--- config.mk ---
export PLATFORM = sky130hd
export DESIGN_NAME = gait_mode_controller_flat
export DESIGN_NICKNAME = d
export VERILOG_FILES = /design/src/design/gmc_pkg.sv /design/src/design/gmc_if.sv /design/src/design/gmc_cfg_regs.sv /design/src/design/gmc_step.sv /design/src/design/gait_mode_controller.sv /design/src/flat_wrapper.sv
export SDC_FILE = /design/constraint.sdc
export NUM_CORES = 1
export LEC_CHECK = 0
export BUFFER_PORTS_ARGS = -buffer_cell sky130_fd_sc_hd__clkbuf_2
export CORE_MARGIN = 10
export CORE_UTILIZATION = 63
export CTS_BUF_LIST = sky130_fd_sc_hd__clkbuf_2
export CTS_CLUSTER_DIAMETER = 80
export DETAILED_ROUTE_END_ITERATION = 10
export PLACE_DENSITY = 0.82
export SYNTH_ARGS = -nofsm -noshare
export SYNTH_HDL_FRONTEND = slang
export SYNTH_SLANG_ARGS = --single-unit
export TNS_END_PERCENT = 10
--- constraint.sdc ---
create_clock -name clk -period 6.2 [get_ports clk]
set_clock_uncertainty 0.2 [all_clocks]
set_input_delay 1.24 -clock clk [delete_from_list [all_inputs] [get_ports clk]]
set_output_delay 1.24 -clock clk [all_outputs]
set_load 0.005 [all_outputs]
--- src/design/gmc_pkg.sv ---
package gmc_pkg;

  localparam int CfgIndexWidth = 3;
  localparam int CfgDataWidth  = 16;

  localparam logic [6:0]  SpoolIdle       = 7'd50;
  localparam logic [6:0]  SpoolStanding   = 7'd90;
  localparam logic [6:0]  SpoolWalkBack   = 7'd20;
  localparam logic [6:0]  SpoolWalkFwd    = 7'd80;
  localparam logic [6:0]  SpoolStairUp    = 7'd70;
  localparam logic [6:0]  SpoolStairDown  = 7'd30;
  localparam logic [6:0]  SpoolSitting    = 7'd10;
  localparam logic [6:0]  SpoolCalib      = 7'd50;
  localparam logic [6:0]  SpoolMax        = 7'd100;
  localparam logic [15:0] DwellStep       = 16'd5;
  localparam logic [3:0]  StrikeCap       = 4'd10;
  localparam logic [3:0]  FaultOverRange  = 4'd1;
  localparam logic signed [15:0] StairExitAngle = 16'sd100;

  typedef enum logic [3:0] {
    MODE_BOOT        = 4'd0,
    MODE_IDLE        = 4'd1,
    MODE_STANDING    = 4'd2,
    MODE_WALKING     = 4'd3,
    MODE_STAIR_UP    = 4'd4,
    MODE_STAIR_DOWN  = 4'd5,
    MODE_SITTING     = 4'd6,
    MODE_CALIBRATION = 4'd7,
    MODE_FAULT       = 4'd8
  } mode_t;

  typedef enum logic [1:0] {
    REQ_SAMPLE     = 2'd0,
    REQ_FORCE_MODE = 2'd1,
    REQ_FAULT      = 2'd2
  } req_t;

  typedef enum logic [CfgIndexWidth-1:0] {
    CFG_STAND_FORCE  = 3'd0,
    CFG_SIT_FORCE    = 3'd1,
    CFG_SIT_KNEE     = 3'd2,
    CFG_STAIR_KNEE   = 3'd3,
    CFG_HEEL_FORCE   = 3'd4,
    CFG_HEEL_NEEDED  = 3'd5,
    CFG_STAND_DWELL  = 3'd6,
    CFG_FORCE_LIMIT  = 3'd7
  } cfg_idx_t;

  typedef struct packed {
    logic [13:0] stand_force_threshold;
    logic [13:0] sit_force_threshold;
    logic [12:0] sit_knee_thr;
    logic [12:0] stair_knee_thr;
    logic [13:0] heel_strike_force;
    logic [3:0]  heel_strikes_needed;
    logic [15:0] stand_dwell_ms;
    logic [14:0] force_range_limit;
  } cfg_t;

  typedef struct packed {
    logic [1:0]  req_type;
    logic [15:0] force_sample;
    logic [15:0] knee_pos;
    logic [3:0]  target_mode;
    logic [3:0]  fault_code;
  } item_t;

  typedef struct packed {
    mode_t       mode;
    mode_t       previous_mode;
    logic [3:0]  fault_held;
    logic [6:0]  spool_target;
    logic [15:0] dwell_accum;
    logic [3:0]  heel_strikes;
  } state_t;

  typedef struct packed {
    logic [6:0] spool_position;
    logic       spool_update;
    logic       emergency_stop;
    logic [3:0] mode_now;
    logic [3:0] mode_before;
    logic [3:0] fault_latched;
  } result_t;

endpackage

--- src/design/gmc_if.sv ---
interface gmc_req_if;
  logic        valid;
  logic        ready;
  logic [1:0]  req_type;
  logic [15:0] force_sample;
  logic [15:0] knee_pos;
  logic [3:0]  target_mode;
  logic [3:0]  fault_code;

  modport source (output valid, req_type, force_sample, knee_pos, target_mode,
                  fault_code, input ready);
  modport sink (input valid, req_type, force_sample, knee_pos, target_mode,
                fault_code, output ready);
endinterface

interface gmc_res_if;
  logic       valid;
  logic       ready;
  logic [6:0] spool_position;
  logic       spool_update;
  logic       emergency_stop;
  logic [3:0] mode_now;
  logic [3:0] mode_before;
  logic [3:0] fault_latched;

  modport source (output valid, spool_position, spool_update, emergency_stop,
                  mode_now, mode_before, fault_latched, input ready);
  modport sink (input valid, spool_position, spool_update, emergency_stop,
                mode_now, mode_before, fault_latched, output ready);
endinterface

--- src/design/gmc_cfg_regs.sv ---
module gmc_cfg_regs import gmc_pkg::*; (
  input  logic                     clk,
  input  logic                     rst,
  input  logic                     we,
  input  logic [CfgIndexWidth-1:0] index,
  input  logic [CfgDataWidth-1:0]  wdata,
  output cfg_t                     cfg
);

  always_ff @(posedge clk) begin
    if (rst) begin
      cfg.stand_force_threshold <= 14'd30;
      cfg.sit_force_threshold   <= 14'd10;
      cfg.sit_knee_thr          <= 13'd800;
      cfg.stair_knee_thr        <= 13'd600;
      cfg.heel_strike_force     <= 14'd200;
      cfg.heel_strikes_needed   <= 4'd3;
      cfg.stand_dwell_ms        <= 16'd200;
      cfg.force_range_limit     <= 15'd5000;
    end else if (we) begin
      case (cfg_idx_t'(index))
        CFG_STAND_FORCE: cfg.stand_force_threshold <= wdata[13:0];
        CFG_SIT_FORCE:   cfg.sit_force_threshold   <= wdata[13:0];
        CFG_SIT_KNEE:    cfg.sit_knee_thr          <= wdata[12:0];
        CFG_STAIR_KNEE:  cfg.stair_knee_thr        <= wdata[12:0];
        CFG_HEEL_FORCE:  cfg.heel_strike_force     <= wdata[13:0];
        CFG_HEEL_NEEDED: cfg.heel_strikes_needed   <= wdata[3:0];
        CFG_STAND_DWELL: cfg.stand_dwell_ms        <= wdata[15:0];
        CFG_FORCE_LIMIT: cfg.force_range_limit     <= wdata[14:0];
        default: begin
        end
      endcase
    end
  end

endmodule

--- src/design/gmc_step.sv ---
module gmc_step import gmc_pkg::*; (
  input  item_t   item,
  input  state_t  st,
  input  cfg_t    cfg,
  output state_t  st_next,
  output result_t res
);

  always_comb begin
    logic signed [16:0] f17;
    logic signed [16:0] lim17;
    logic signed [15:0] knee;
    logic               over;
    logic [16:0]        dwell_sum;
    logic [15:0]        dwell_new;
    logic               sit;
    logic [3:0]         hs0;
    logic [3:0]         hs1;
    logic               strike;
    logic               upd;
    logic               estop;

    f17       = $signed({item.force_sample[15], item.force_sample});
    lim17     = $signed({2'b00, cfg.force_range_limit});
    knee      = $signed(item.knee_pos);
    over      = (f17 > lim17) || (f17 < -lim17);
    dwell_sum = {1'b0, st.dwell_accum} + {1'b0, DwellStep};
    dwell_new = dwell_sum[16] ? 16'hFFFF : dwell_sum[15:0];
    sit       = (knee > $signed(cfg.sit_knee_thr)) &&
                ($signed(item.force_sample) < $signed(cfg.sit_force_threshold));
    hs0       = sit ? 4'd0 : st.heel_strikes;
    strike    = ($signed(item.force_sample) > $signed(cfg.heel_strike_force)) &&
                (hs0 < StrikeCap);
    hs1       = strike ? hs0 + 4'd1 : hs0;
    upd       = 1'b0;
    estop     = 1'b0;
    st_next   = st;

    case (req_t'(item.req_type))
      REQ_SAMPLE: begin
        if (st.mode == MODE_FAULT) begin
          upd = 1'b0;
        end else if (over) begin
          estop                 = 1'b1;
          st_next.fault_held    = FaultOverRange;
          st_next.previous_mode = st.mode;
          st_next.mode          = MODE_FAULT;
          st_next.heel_strikes  = 4'd0;
        end else begin
          upd = 1'b1;
          case (st.mode)
            MODE_IDLE: begin
              st_next.spool_target = SpoolIdle;
              if ($signed(item.force_sample) > $signed(cfg.stand_force_threshold)) begin
                st_next.dwell_accum = dwell_new;
                if (dwell_new > cfg.stand_dwell_ms) begin
                  st_next.previous_mode = st.mode;
                  st_next.mode          = MODE_STANDING;
                  st_next.heel_strikes  = 4'd0;
                end
              end else begin
                st_next.dwell_accum = 16'd0;
              end
            end
            MODE_STANDING: begin
              st_next.spool_target = SpoolStanding;
              st_next.heel_strikes = hs1;
              if (sit) begin
                st_next.previous_mode = MODE_STANDING;
                st_next.mode          = MODE_SITTING;
              end
              if (strike && (hs1 >= cfg.heel_strikes_needed)) begin
                st_next.previous_mode = sit ? MODE_SITTING : MODE_STANDING;
                st_next.mode          = MODE_WALKING;
                st_next.heel_strikes  = 4'd0;
              end
            end
            MODE_WALKING: begin
              st_next.spool_target = knee[15] ? SpoolWalkBack : SpoolWalkFwd;
              if (knee > $signed(cfg.stair_knee_thr)) begin
                st_next.previous_mode = st.mode;
                st_next.mode          = MODE_STAIR_DOWN;
                st_next.heel_strikes  = 4'd0;
              end
            end
            MODE_STAIR_UP: begin
              st_next.spool_target = SpoolStairUp;
            end
            MODE_STAIR_DOWN: begin
              st_next.spool_target = SpoolStairDown;
              if (knee < StairExitAngle) begin
                st_next.previous_mode = st.mode;
                st_next.mode          = MODE_STANDING;
                st_next.heel_strikes  = 4'd0;
              end
            end
            MODE_SITTING: begin
              st_next.spool_target = SpoolSitting;
            end
            MODE_CALIBRATION: begin
              st_next.spool_target = SpoolCalib;
            end
            default: begin
            end
          endcase
        end
      end
      REQ_FORCE_MODE: begin
        if (item.target_mode <= MODE_FAULT) begin
          st_next.previous_mode = st.mode;
          st_next.mode          = mode_t'(item.target_mode);
          st_next.heel_strikes  = 4'd0;
        end
      end
      REQ_FAULT: begin
        estop                 = 1'b1;
        st_next.fault_held    = item.fault_code;
        st_next.previous_mode = st.mode;
        st_next.mode          = MODE_FAULT;
        st_next.heel_strikes  = 4'd0;
      end
      default: begin
      end
    endcase

    res.spool_position = st_next.spool_target;
    res.spool_update   = upd;
    res.emergency_stop = estop;
    res.mode_now       = st_next.mode;
    res.mode_before    = st_next.previous_mode;
    res.fault_latched  = st_next.fault_held;
  end

endmodule

--- src/design/gait_mode_controller.sv ---
// channel   dir  handshake      payload
// req       in   valid/ready    req_type force_sample knee_pos target_mode fault_code
// res       out  valid/ready    spool_position spool_update emergency_stop mode_now
//                               mode_before fault_latched
// cfg       in   cfg_we only    cfg_index cfg_wdata
//
// one beat per clock while res.ready is high; a request beat is taken into the input
// register, then its result is held in the result register until res.ready; the mode
// logic is a single pass of threshold compares between the two
// synchronous active-high reset: mode idle, previous mode boot, spool 50
// a stalled result holds in its register while the next beat waits in the input
// register; req.ready drops only when both are full and res.ready is low
module gait_mode_controller import gmc_pkg::*; (
  input  logic                     clk,
  input  logic                     rst,
  input  logic                     cfg_we,
  input  logic [CfgIndexWidth-1:0] cfg_index,
  input  logic [CfgDataWidth-1:0]  cfg_wdata,
  gmc_req_if.sink                  req,
  gmc_res_if.source                res
);

  cfg_t    cfg;
  item_t   in_item;
  logic    in_valid;
  state_t  st;
  state_t  st_next;
  result_t step_res;
  result_t out_res;
  logic    out_valid;
  logic    advance;

  assign advance   = in_valid && (!out_valid || res.ready);
  assign req.ready = !in_valid || advance;

  gmc_cfg_regs u_cfg (
    .clk   (clk),
    .rst   (rst),
    .we    (cfg_we),
    .index (cfg_index),
    .wdata (cfg_wdata),
    .cfg   (cfg)
  );

  gmc_step u_step (
    .item    (in_item),
    .st      (st),
    .cfg     (cfg),
    .st_next (st_next),
    .res     (step_res)
  );

  always_ff @(posedge clk) begin
    if (rst) begin
      in_valid <= 1'b0;
    end else if (req.ready) begin
      in_valid <= req.valid;
    end
  end

  always_ff @(posedge clk) begin
    if (req.valid && req.ready) begin
      in_item.req_type     <= req.req_type;
      in_item.force_sample <= req.force_sample;
      in_item.knee_pos     <= req.knee_pos;
      in_item.target_mode  <= req.target_mode;
      in_item.fault_code   <= req.fault_code;
    end
  end

  always_ff @(posedge clk) begin
    if (rst) begin
      st.mode          <= MODE_IDLE;
      st.previous_mode <= MODE_BOOT;
      st.fault_held    <= 4'd0;
      st.spool_target  <= SpoolIdle;
      st.dwell_accum   <= 16'd0;
      st.heel_strikes  <= 4'd0;
    end else if (advance) begin
      st <= st_next;
    end
  end

  always_ff @(posedge clk) begin
    if (rst) begin
      out_valid <= 1'b0;
    end else if (advance) begin
      out_valid <= 1'b1;
    end else if (res.ready) begin
      out_valid <= 1'b0;
    end
  end

  always_ff @(posedge clk) begin
    if (advance) begin
      out_res <= step_res;
    end
  end

  assign res.valid          = out_valid;
  assign res.spool_position = out_res.spool_position;
  assign res.spool_update   = out_res.spool_update;
  assign res.emergency_stop = out_res.emergency_stop;
  assign res.mode_now       = out_res.mode_now;
  assign res.mode_before    = out_res.mode_before;
  assign res.fault_latched  = out_res.fault_latched;

`ifndef ASSERT_OFF
  a_state_holds: assert property (@(posedge clk) disable iff (rst)
    !advance |=> $stable(st))
    else $error("mode state changed without a beat");

  a_strike_cap: assert property (@(posedge clk) disable iff (rst)
    st.heel_strikes <= StrikeCap)
    else $error("heel strike count above cap");

  a_spool_range: assert property (@(posedge clk) disable iff (rst)
    st.spool_target <= SpoolMax)
    else $error("spool target out of range");

  a_estop_fault: assert property (@(posedge clk) disable iff (rst)
    res.valid && res.emergency_stop |-> !res.spool_update && res.mode_now == MODE_FAULT)
    else $error("emergency stop without fault mode");

  a_result_matches_state: assert property (@(posedge clk) disable iff (rst)
    advance |=> out_res.mode_now == st.mode && out_res.spool_position == st.spool_target)
    else $error("result does not reflect updated state");
`endif

endmodule

--- src/flat_wrapper.sv ---
// flat-port wrapper written by rule: the top's interface ports become plain ports
module gait_mode_controller_flat import gmc_pkg::*;
  (clk, rst, cfg_we, cfg_index, cfg_wdata, req_valid, req_req_type, req_force_sample, req_knee_pos, req_target_mode, req_fault_code, req_ready, res_valid, res_spool_position, res_spool_update, res_emergency_stop, res_mode_now, res_mode_before, res_fault_latched, res_ready);
  gmc_req_if req_i ();
  gmc_res_if res_i ();
  input  logic clk;
  input  logic rst;
  input  logic cfg_we;
  input  logic [CfgIndexWidth-1:0] cfg_index;
  input  logic [CfgDataWidth-1:0] cfg_wdata;
  input wire logic [$bits(req_i.valid)-1:0] req_valid;
  input wire logic [$bits(req_i.req_type)-1:0] req_req_type;
  input wire logic [$bits(req_i.force_sample)-1:0] req_force_sample;
  input wire logic [$bits(req_i.knee_pos)-1:0] req_knee_pos;
  input wire logic [$bits(req_i.target_mode)-1:0] req_target_mode;
  input wire logic [$bits(req_i.fault_code)-1:0] req_fault_code;
  output wire logic [$bits(req_i.ready)-1:0] req_ready;
  output wire logic [$bits(res_i.valid)-1:0] res_valid;
  output wire logic [$bits(res_i.spool_position)-1:0] res_spool_position;
  output wire logic [$bits(res_i.spool_update)-1:0] res_spool_update;
  output wire logic [$bits(res_i.emergency_stop)-1:0] res_emergency_stop;
  output wire logic [$bits(res_i.mode_now)-1:0] res_mode_now;
  output wire logic [$bits(res_i.mode_before)-1:0] res_mode_before;
  output wire logic [$bits(res_i.fault_latched)-1:0] res_fault_latched;
  input wire logic [$bits(res_i.ready)-1:0] res_ready;
  assign req_i.valid = req_valid;
  assign req_i.req_type = req_req_type;
  assign req_i.force_sample = req_force_sample;
  assign req_i.knee_pos = req_knee_pos;
  assign req_i.target_mode = req_target_mode;
  assign req_i.fault_code = req_fault_code;
  assign req_ready = req_i.ready;
  assign res_valid = res_i.valid;
  assign res_spool_position = res_i.spool_position;
  assign res_spool_update = res_i.spool_update;
  assign res_emergency_stop = res_i.emergency_stop;
  assign res_mode_now = res_i.mode_now;
  assign res_mode_before = res_i.mode_before;
  assign res_fault_latched = res_i.fault_latched;
  assign res_i.ready = res_ready;
  gait_mode_controller u_core (.clk(clk), .rst(rst), .cfg_we(cfg_we), .cfg_index(cfg_index), .cfg_wdata(cfg_wdata), .req(req_i), .res(res_i));
endmodule
==> results of run 1 <==
==> layer usage <==
metal	GRT usage, %	part of all wire (%)	vias to the layer above
li1	-	-	5199
met1	33.2	42	4938
met2	41.5	46	446
met3	5.94	9.5	67
met4	8.07	2.3	0
met5	0	0	-
==> cell families after synthesis <==
logic type | count (synthesis) | share of synthesized area (%)
buffers and inverters | 179 | 5.71
flip-flops | 207 | 39.5
adder cells (fa/ha/maj) | 137 | 14.2
XOR/XNOR | 23 | 1.67
AND/OR/NAND/NOR | 507 | 20.1
multiplexers | 15 | 1.28
AO/OA/AOI/OAI | 338 | 17.6
==> per-stage QoR <==
stage / power [mW] / instances / util [%]
2_1_floorplan: 1.76 / 1406 / -
3_3_place_gp: 1.88 / 1676 / 67.4
3_5_place_dp: 1.89 / 1676 / 67.4
4_1_cts: 2.86 / 1774 / 70.1
5_1_grt: 3.00 / 1775 / 70.1
6_report: 2.85 / 1775 / 70.1
==> cells in the final DEF (no fill, tap or decap), types with 3 or more instances in the layout <==
master,n
o211ai_1,33
nand3b_1,4
dfxtp_1,144
nor2_1,69
a211oi_1,9
nor4_1,9
nand2b_1,18
nor3_2,3
inv_1,122
buf_4,6
o21a_1,9
o21ai_1,6
and2_1,10
nor3_1,28
a2111oi_0,4
o21ai_0,35
edfxtp_1,63
a22o_1,7
mux2i_1,11
a31oi_1,6
and4_1,10
nand3_1,39
nand2_1,240
xor2_1,5
nor2b_1,15
a221oi_1,5
o211a_1,5
and3_1,10
xnor2_1,18
ha_1,137
a21o_1,26
clkbuf_2,177
nand4_1,27
mux2_2,4
clkinv_1,5
a21oi_1,159
or3_1,5
==> path summary, 6_finish.rpt <==
path / start / end / slack [ps] / cells past startpoint
worst min-delay path: u_core.u_cfg.cfg[82] / u_core.u_cfg.cfg[82] / 260 / 2
worst min register to register: u_core.u_cfg.cfg[82] / u_core.u_cfg.cfg[82] / 260 / 2
worst max register to register: u_core.in_item[39] / u_core.res.mode_before[3] / 660 / 20
worst max-delay path: u_core.in_item[39] / u_core.res.mode_before[3] / 660 / 20
==> worst max-delay path, stage by stage, from the launching register on <==
cell	delay (ps)
edfxtp_1	530
ha_1	390
and4_1	270
nand2_1	90
a2111oi_0	450
nor4_1	180
o211ai_1	450
and2_1	260
ha_1	160
nand2_1	70
mux2i_1	140
o21a_1	130
ha_1	280
nand2_1	50
o21ai_0	180
inv_1	100
nor4b_4	420
a211oi_2	160
nor4_2	410
nand4_1	170
o211a_1	180
==> state kept, by name (all words and copies together) (netlist names) <==
name,cells
u_core.res.mode_now,4
u_core.u_cfg.cfg,103
u_core.res.spool_update,1
u_core.res.spool_position,7
u_core.res.mode_before,4
u_core.in_valid,1
u_core.st,39
u_core.res.fault_latched,4
u_core.res.emergency_stop,1
u_core.in_item,42
u_core.res.valid,1
==> area by class of cell <==
cell class / count / area share (%)
Multi-Input combinational cell: 1020 / 50.5
Sequential cell: 207 / 36.3
Timing Repair Buffer: 93 / 3.65
Inverter: 122 / 3.48
Clock buffer: 90 / 3.42
Tap cell: 234 / 2.22
Clock inverter: 8 / 0.428
Antenna cell: 1 / 0.0190
==> power by group through the flow <==
stage	combinational, mW	clock, mW	sequential (mW)
2_1_floorplan	0.258	0	1.50
3_3_place_gp	0.362	0	1.52
3_5_place_dp	0.372	0	1.52
4_1_cts	0.375	1.00	1.49
5_1_grt	0.423	1.08	1.49
6_report	0.380	0.981	1.49
==> summary.txt, run 1 <==
Cells and area
  – Fin area: 13200 um^2
  – Register Area: ~4800 um^2
  – Share of layout cells above drive strength 1: a little over an eighth
  – Area of the multi-input gates: ~6600 um^2
  – Final layout net count: around 1700
  – Synthesis-to-finish area growth: 8.79%
  – Fillcell total: approximately 1600

Synthesis
  – #FFs+latches synth: approximately 210
  – Syn_nets: 1609
  – Register area share after synthesis: between 30% and 40%
  – Synthesized area: 12100 um^2
  – Synth warn: 0
  – Post-synth top flop: dfxtp_1
  – Synth top cells by count: nand2_1, a21oi_1, dfxtp_1
  – Most area-hungry cell type in the Yosys netlist: dfxtp_1
  – Most common cell in the synthesized netlist: nand2_1
  – EDFF count, synth: 63
  – Ys async rst share: 0%
  – Main area contributors after synthesis: dfxtp_1, edfxtp_1, ha_1, nand2_1, a21oi_1
  – Synth top area share: roughly a quarter
  – Gate Count Post-Synth: between 1000 and 1500
  – Yosys cell types: about 80
  – Synth Area per Inst: 8.60 um^2

Placed design
  – PortBufs: 88
  – Hpwl dp: 23200 um
  – RD Place Congestion: 0.949
  – Cell Area, Placed: about 13000 um^2
  – Dpl ws: between 800 and 900 ps

Hold path
  – Worst hold path class: flip-flop to flip-flop

Clock network
  – Worst-path clk slew: 90 ps
  – Sinks on Clock Net: 207
  – Post-CTS Resized: 0
  – Post-CTS setup repair buffer count: 0
  – Max clock buf depth: 3
  – CTS tree: yes
  – TritonCTS buffer count: 54
  – H-tree depth: 2
  – Hold-fix buffers, CTS: 0
  – Root Buffer: clkbuf_2
  – Clock Latency Late Sink: just over 800 ps

Detailed routing
  – First-pass iteration count of the detailed router: 6
  – WL per Instance: between 15 and 20 um
  – Final WL: between 30000 and 40000 um
  – Initial drt markers: around 820
  – Vias/cell: roughly 6.0
  – Via count: ~11000
  – DR DRC count: 0
  – Remaining antenna violation count: 0

Worst setup path
  – CP Max Fanout: 7
  – CP Capture Type: flip-flop
  – Critical path class: flip-flop to flip-flop
  – Critical Path Source Type: flip-flop
  – Worst Path Required: roughly 6500 ps
  – CP arrival: around 6000 ps

Pwr
  – NetSw: about 850 uW
  – Pwr Density: between 200 and 250 nW/um^2
  – Static leakage: 5.55 nW
  – Maximum VDD drop: 169 uV
  – Seq pwr share: a little over half
  – Clock share of power: between 30% and 40%
  – Net Sw Frac: slightly below 30%
  – Combinational power share: between 10% and 20%
  – Internal power: 2.00 mW

Die
  – DIE AREA: 25100 um^2
  – Core outline area: approximately 19000 um^2
  – Io pins: between 80 and 90
  – Die height: approximately 160 um
  – Starting Density: approximately 64%
  – Rows: 50
  – Die X: 159 um

Global routing
  – GRT Residual Overflow: 0
  – First-pass GRT wire length: between 50000 and 60000 um
  – Largest net degree at the start of global routing: between 80 and 90
  – Antenna violations before repair: 1
  – Vias in the first global route: 10100
  – GRT Util Overall: 25.6%

Flow run
  – Max cap viols: 0

Timing
  – Worst slew margin: between 10% and 20%
  – Fin. max-slew vios: 0
  – Setup TNS: 0 ps
  – Final worst path period need: about 5500 ps
  – Period Utilization, post-route: between 80% and 90%
  – Min Hold Slack: 262 ps
  – Worst Setup Slack, final: around 660 ps
  – Worst Tran Pin Value: between 1000 and 1500 ps
  – RSZ-0062 raised after global routing: no
  – Final hold violations: 0
  – Final setup fails: 0
  – Peak Freq: between 150 and 200 MHz

Status
  – Status: complete, no violations
No activity file was read; power rests on OpenSTA's default activity.
==> run 2: changes to the inputs <==
--- a/config.mk
+++ b/config.mk
@@ -6,7 +6,6 @@
 export NUM_CORES = 1
 export LEC_CHECK = 0
 export BUFFER_PORTS_ARGS = -buffer_cell sky130_fd_sc_hd__clkbuf_2
-export CORE_MARGIN = 10
 export CORE_UTILIZATION = 63
 export CTS_BUF_LIST = sky130_fd_sc_hd__clkbuf_2
 export CTS_CLUSTER_DIAMETER = 80
@@ -14,5 +13,6 @@
 export PLACE_DENSITY = 0.82
 export SYNTH_ARGS = -nofsm -noshare
 export SYNTH_HDL_FRONTEND = slang
+export SYNTH_HIERARCHICAL = 1
 export SYNTH_SLANG_ARGS = --single-unit
 export TNS_END_PERCENT = 10
==> run 2 against run 1 <==
Effect of this change: global-route usage increased by 3.2 points; non-clock buffer count rose by 2; setup slack better by 230 ps; via count decreased by 2.3%; critical endpoint is now u_core/st[33]; register-to-register slack improved by 230 ps; synthesized area up 9.7%; sequential power about the same; clock power down 2.2%; maximum frequency increased by 4.3%; combinational power about the same; sequential cell count did not move; synthesized cell count shrank 0.50%.
==> summary.txt, run 2 <==
Cells and area
  – Fillcell total: 1618 (+2.9%)
  – Share of layout cells above drive strength 1: 14.0% (+0.34 points)
  – Largest Register: u_core/u_cfg/cfg
  – Fin area: 14200 um^2 (+7.6%)
  – Synthesis-to-finish area growth: 6.71%
  – Max reg flops: 103 (unchanged)
  – Commonest non-fill, non-tap cell in the layout: nand2b_1
  – Biggest regs: u_core/u_cfg/cfg: 103 flops, u_core/in_item: 42 flops, u_core/st: 39 flops
  – Highest-count cells in the layout ignoring fill and taps: nand2b_1, clkbuf_2, mux2i_1
  – Final layout net count: 1671 (-1.8%)

Timing
  – Fin. max-slew vios: 0 (unchanged)
  – Worst slew margin: 18.6% (+2.3 points)
  – Period Utilization, post-route: 85.6% (-3.7 points)
  – Final setup fails: 0 (unchanged)
  – RSZ-0062 raised after global routing: no
  – Setup TNS: 0 ps (unchanged)
  – Final worst path period need: 5310 ps (-231 ps)
  – Peak Freq: 188 MHz (+4.3%)
  – Final hold violations: 0 (unchanged)
  – Worst Tran Pin Value: 1220 ps (-32.6 ps)

Placed design
  – PortBufs: 88 (unchanged)
  – Cell Area, Placed: 13600 um^2 (+7.9%)
  – RD Place Congestion: 0.924 (-2.6%)
  – Hpwl dp: 22100 um (-5.0%)

Worst setup path
  – CP dominant cell by count: ha_1
  – Worst Path Required: 6740 ps (+200 ps)
  – CP Capture Type: flip-flop
  – Critical path class: flip-flop to flip-flop
  – Slowest cell on the critical path: or4_4
  – Critical path's largest stage delay: 540 ps (about the same)
  – Critical Path Source Type: flip-flop
  – Worst Path Buf+Inv: 1 (unchanged)
  – Delay-heaviest family, CP: compound AO/OA/AOI/OAI gates
  – CP Cell Sequence: ha_1, a21oi_1, o211ai_1, a2111oi_0, a31oi_1, or4_4, nand2_1, inv_1, ha_1, and3_1, or2_2, and2_1, ha_1, o21ai_0, a21oi_1, o21a_1, a31o_2, mux2i_1, a22oi_1, o31ai_1, nand2b_1, mux2i_1
  – CP Max Fanout: 13 (+6)
  – CP arrival: 5850 ps (-30 ps)

Synthesis
  – Syn_nets: 1598 (-0.68%)
  – Main combinational cell family by area after synthesis: simple AND/OR/NAND/NOR gates
  – Synth warn: 6 (+6)
  – Adder-Cell Fraction of Synth Area: 12.5% (-1.6 points)
  – Register area share after synthesis: 36.0% (-3.5 points)
  – Most common cell in the synthesized netlist: nand2b_1
  – Synth top area share: 21.7% (-2.1 points)
  – Main area contributors after synthesis: dfxtp_1, edfxtp_1, ha_1, mux2i_1, nand2b_1
  – #FFs+latches synth: 207 (unchanged)
  – Most area-hungry cell type in the Yosys netlist: dfxtp_1
  – Synth Area in Simple Gates: 20.3% (+0.23 points)
  – Synth Area per Inst: 9.49 um^2 (+10%)
  – Gate Count Post-Synth: 1399 (-0.50%)
  – Mux share of post-synthesis cell area: 11.2% (+9.9 points)
  – Synthesized area: 13300 um^2 (+9.7%)
  – Ys async rst share: 0% (unchanged)
  – EDFF count, synth: 63 (unchanged)
  – Yosys cell types: 90 (+14%)
  – Post-synth top flop: dfxtp_1
  – Synth top cells by count: nand2b_1, mux2i_1, dfxtp_1
  – Synth Area in Compound Gates: 11.2% (-6.3 points)
  – Synth Area in XOR/XNOR: 1.39% (-0.28 points)

Pwr
  – Clock share of power: 34.0% (-0.4 points)
  – Seq pwr share: 52.5% (+0.2 points)
  – NetSw: 845 uW (about the same)
  – Pwr Total: 2.82 mW (-1.1%)
  – Internal power: 1.97 mW (-1.6%)
  – Net Sw Frac: 30.0% (+0.32 points)
  – Combinational power share: 13.5% (+0.2 points)
  – Pwr Density: 199 nW/um^2 (-8.1%)
  – Maximum VDD drop: 153 uV (-9.5%)
  – Static leakage: 6.34 nW (+14%)

Clock network
  – Post-CTS Resized: 0 (unchanged)
  – Hold-fix buffers, CTS: 0 (unchanged)
  – TritonCTS buffer count: 54 (unchanged)
  – Sinks on Clock Net: 207 (unchanged)
  – Post-CTS setup repair buffer count: 0 (unchanged)
  – Root Buffer: clkbuf_2
  – Max clock buf depth: 3 (unchanged)
  – Clock Latency Late Sink: 830 ps (about the same)
  – H-tree depth: 2 (unchanged)
  – CTS tree: yes
  – Worst-path clk slew: 100 ps (about the same)

Detailed routing
  – DR DRC count: 0 (unchanged)
  – Remaining antenna violation count: 0 (unchanged)
  – Vias/cell: 5.82 (-3.0%)
  – Initial drt markers: 770 (-6.6%)
  – First-pass iteration count of the detailed router: 5 (-1)
  – Final WL: 30500 um (-6.0%)
  – Via count: 10400 (-2.3%)
  – WL per Instance: 17.0 um (-6.7%)

Die
  – Core outline area: 20400 um^2 (+8.9%)
  – Die X: 147 um (-7.2%)
  – Io pins: 89 (unchanged)
  – Die height: 147 um (-7.2%)
  – Starting Density: 65.0% (+0.51 points)
  – DIE AREA: 21700 um^2 (-14%)
  – Rows: 52 (+4.0%)

Hold path
  – Worst hold path class: flip-flop to flip-flop

Global routing
  – GRT Residual Overflow: 0 (unchanged)
  – First-pass GRT wire length: 50200 um (-2.3%)
  – Antenna violations before repair: 1 (unchanged)
  – GRT Util Overall: 28.8% (+3.2 points)
  – Largest net degree at the start of global routing: 99 (+18%)
  – Vias in the first global route: 10300 (+1.5%)

Flow run
  – Max cap viols: 0 (unchanged)

Status
  – Status: complete, no violations
-- run 2: cell types whose count changed in the layout (fill, tap and decap cells not counted), moves of 17 or more --
cell / previous run / this run
nand2_1: 240 / 67
nand2b_1: 18 / 172
mux2i_1: 11 / 146
a21oi_1: 159 / 56
o211ai_1: 33 / 6
nor2_1: 69 / 88
clkbuf_2: 177 / 160
-- run 2: tightest hold or removal path, stage by stage, from the launching register on --
cell and delay, ps:
dfxtp_1 330, nand2b_1 60, mux2i_1 60
-- run 2: worst paths after layout --
path	slack, ps	from	depth (start not counted)	endpoint
worst max-delay path	890	u_core/in_item[37]	22	u_core/st[33]
worst max register to register	890	u_core/in_item[37]	22	u_core/st[33]
worst min-delay path	280	u_core/st[30]	2	u_core/st[30]
worst min register to register	280	u_core/st[30]	2	u_core/st[30]
-- run 2: power groups by stage --
| stage | logic (mW) | clock network (mW) | registers, mW |
|---|---|---|---|
| floorplan | 0.287 | 0 | 1.49 |
| global placement | 0.359 | 0 | 1.51 |
| detailed placement | 0.372 | 0 | 1.51 |
| CTS | 0.374 | 0.987 | 1.48 |
| global route | 0.419 | 1.06 | 1.48 |
| finish | 0.379 | 0.959 | 1.48 |
-- run 2: cells by family (layout without fill, tap and decap cells) --
logic type      Yosys count  after routing
fa+ha+maj               133            133
other cells               0              1
xor+xnor                 21             21
buf+inv                 204            322
compound gates          211            211
simple gates            475            475
mux                     148            148
flops                   207            207
-- run 2: layout make-up --
type / instances / area (um^2) / area share (%)
repair buffers: 95 / 508 / 3.59
clock inverters: 28 / 148 / 1.04
clock buffers: 73 / 365 / 2.58
well taps: 270 / 338 / 2.39
diodes: 1 / 2.50 / 0.0177
multi-input cells: 988 / 7550 / 53.3
inverters: 126 / 473 / 3.34
flip-flops and latches: 207 / 4770 / 33.7
-- run 2: per-stage QoR --
stage          std cells  worst slack [ps]  utilization, %  hold slack [ps]
4_1_cts             1787               965            69.3              283
3_5_place_dp        1686               963            66.8              266
2_1_floorplan       1399              1470               -              244
5_1_grt             1788               652            69.3              299
6_report            1788               892            69.3              281
3_3_place_gp        1686              1220            66.8              255
-- run 2: layer usage --
layer / vias up / wire, um / global-route usage [%]
met5: - / 0 / 0
met3: 58 / 2000 / 4.13
met4: 0 / 781 / 10.6
li1: 5092 / - / -
met2: 361 / 14000 / 46.9
met1: 4897 / 13700 / 39.0
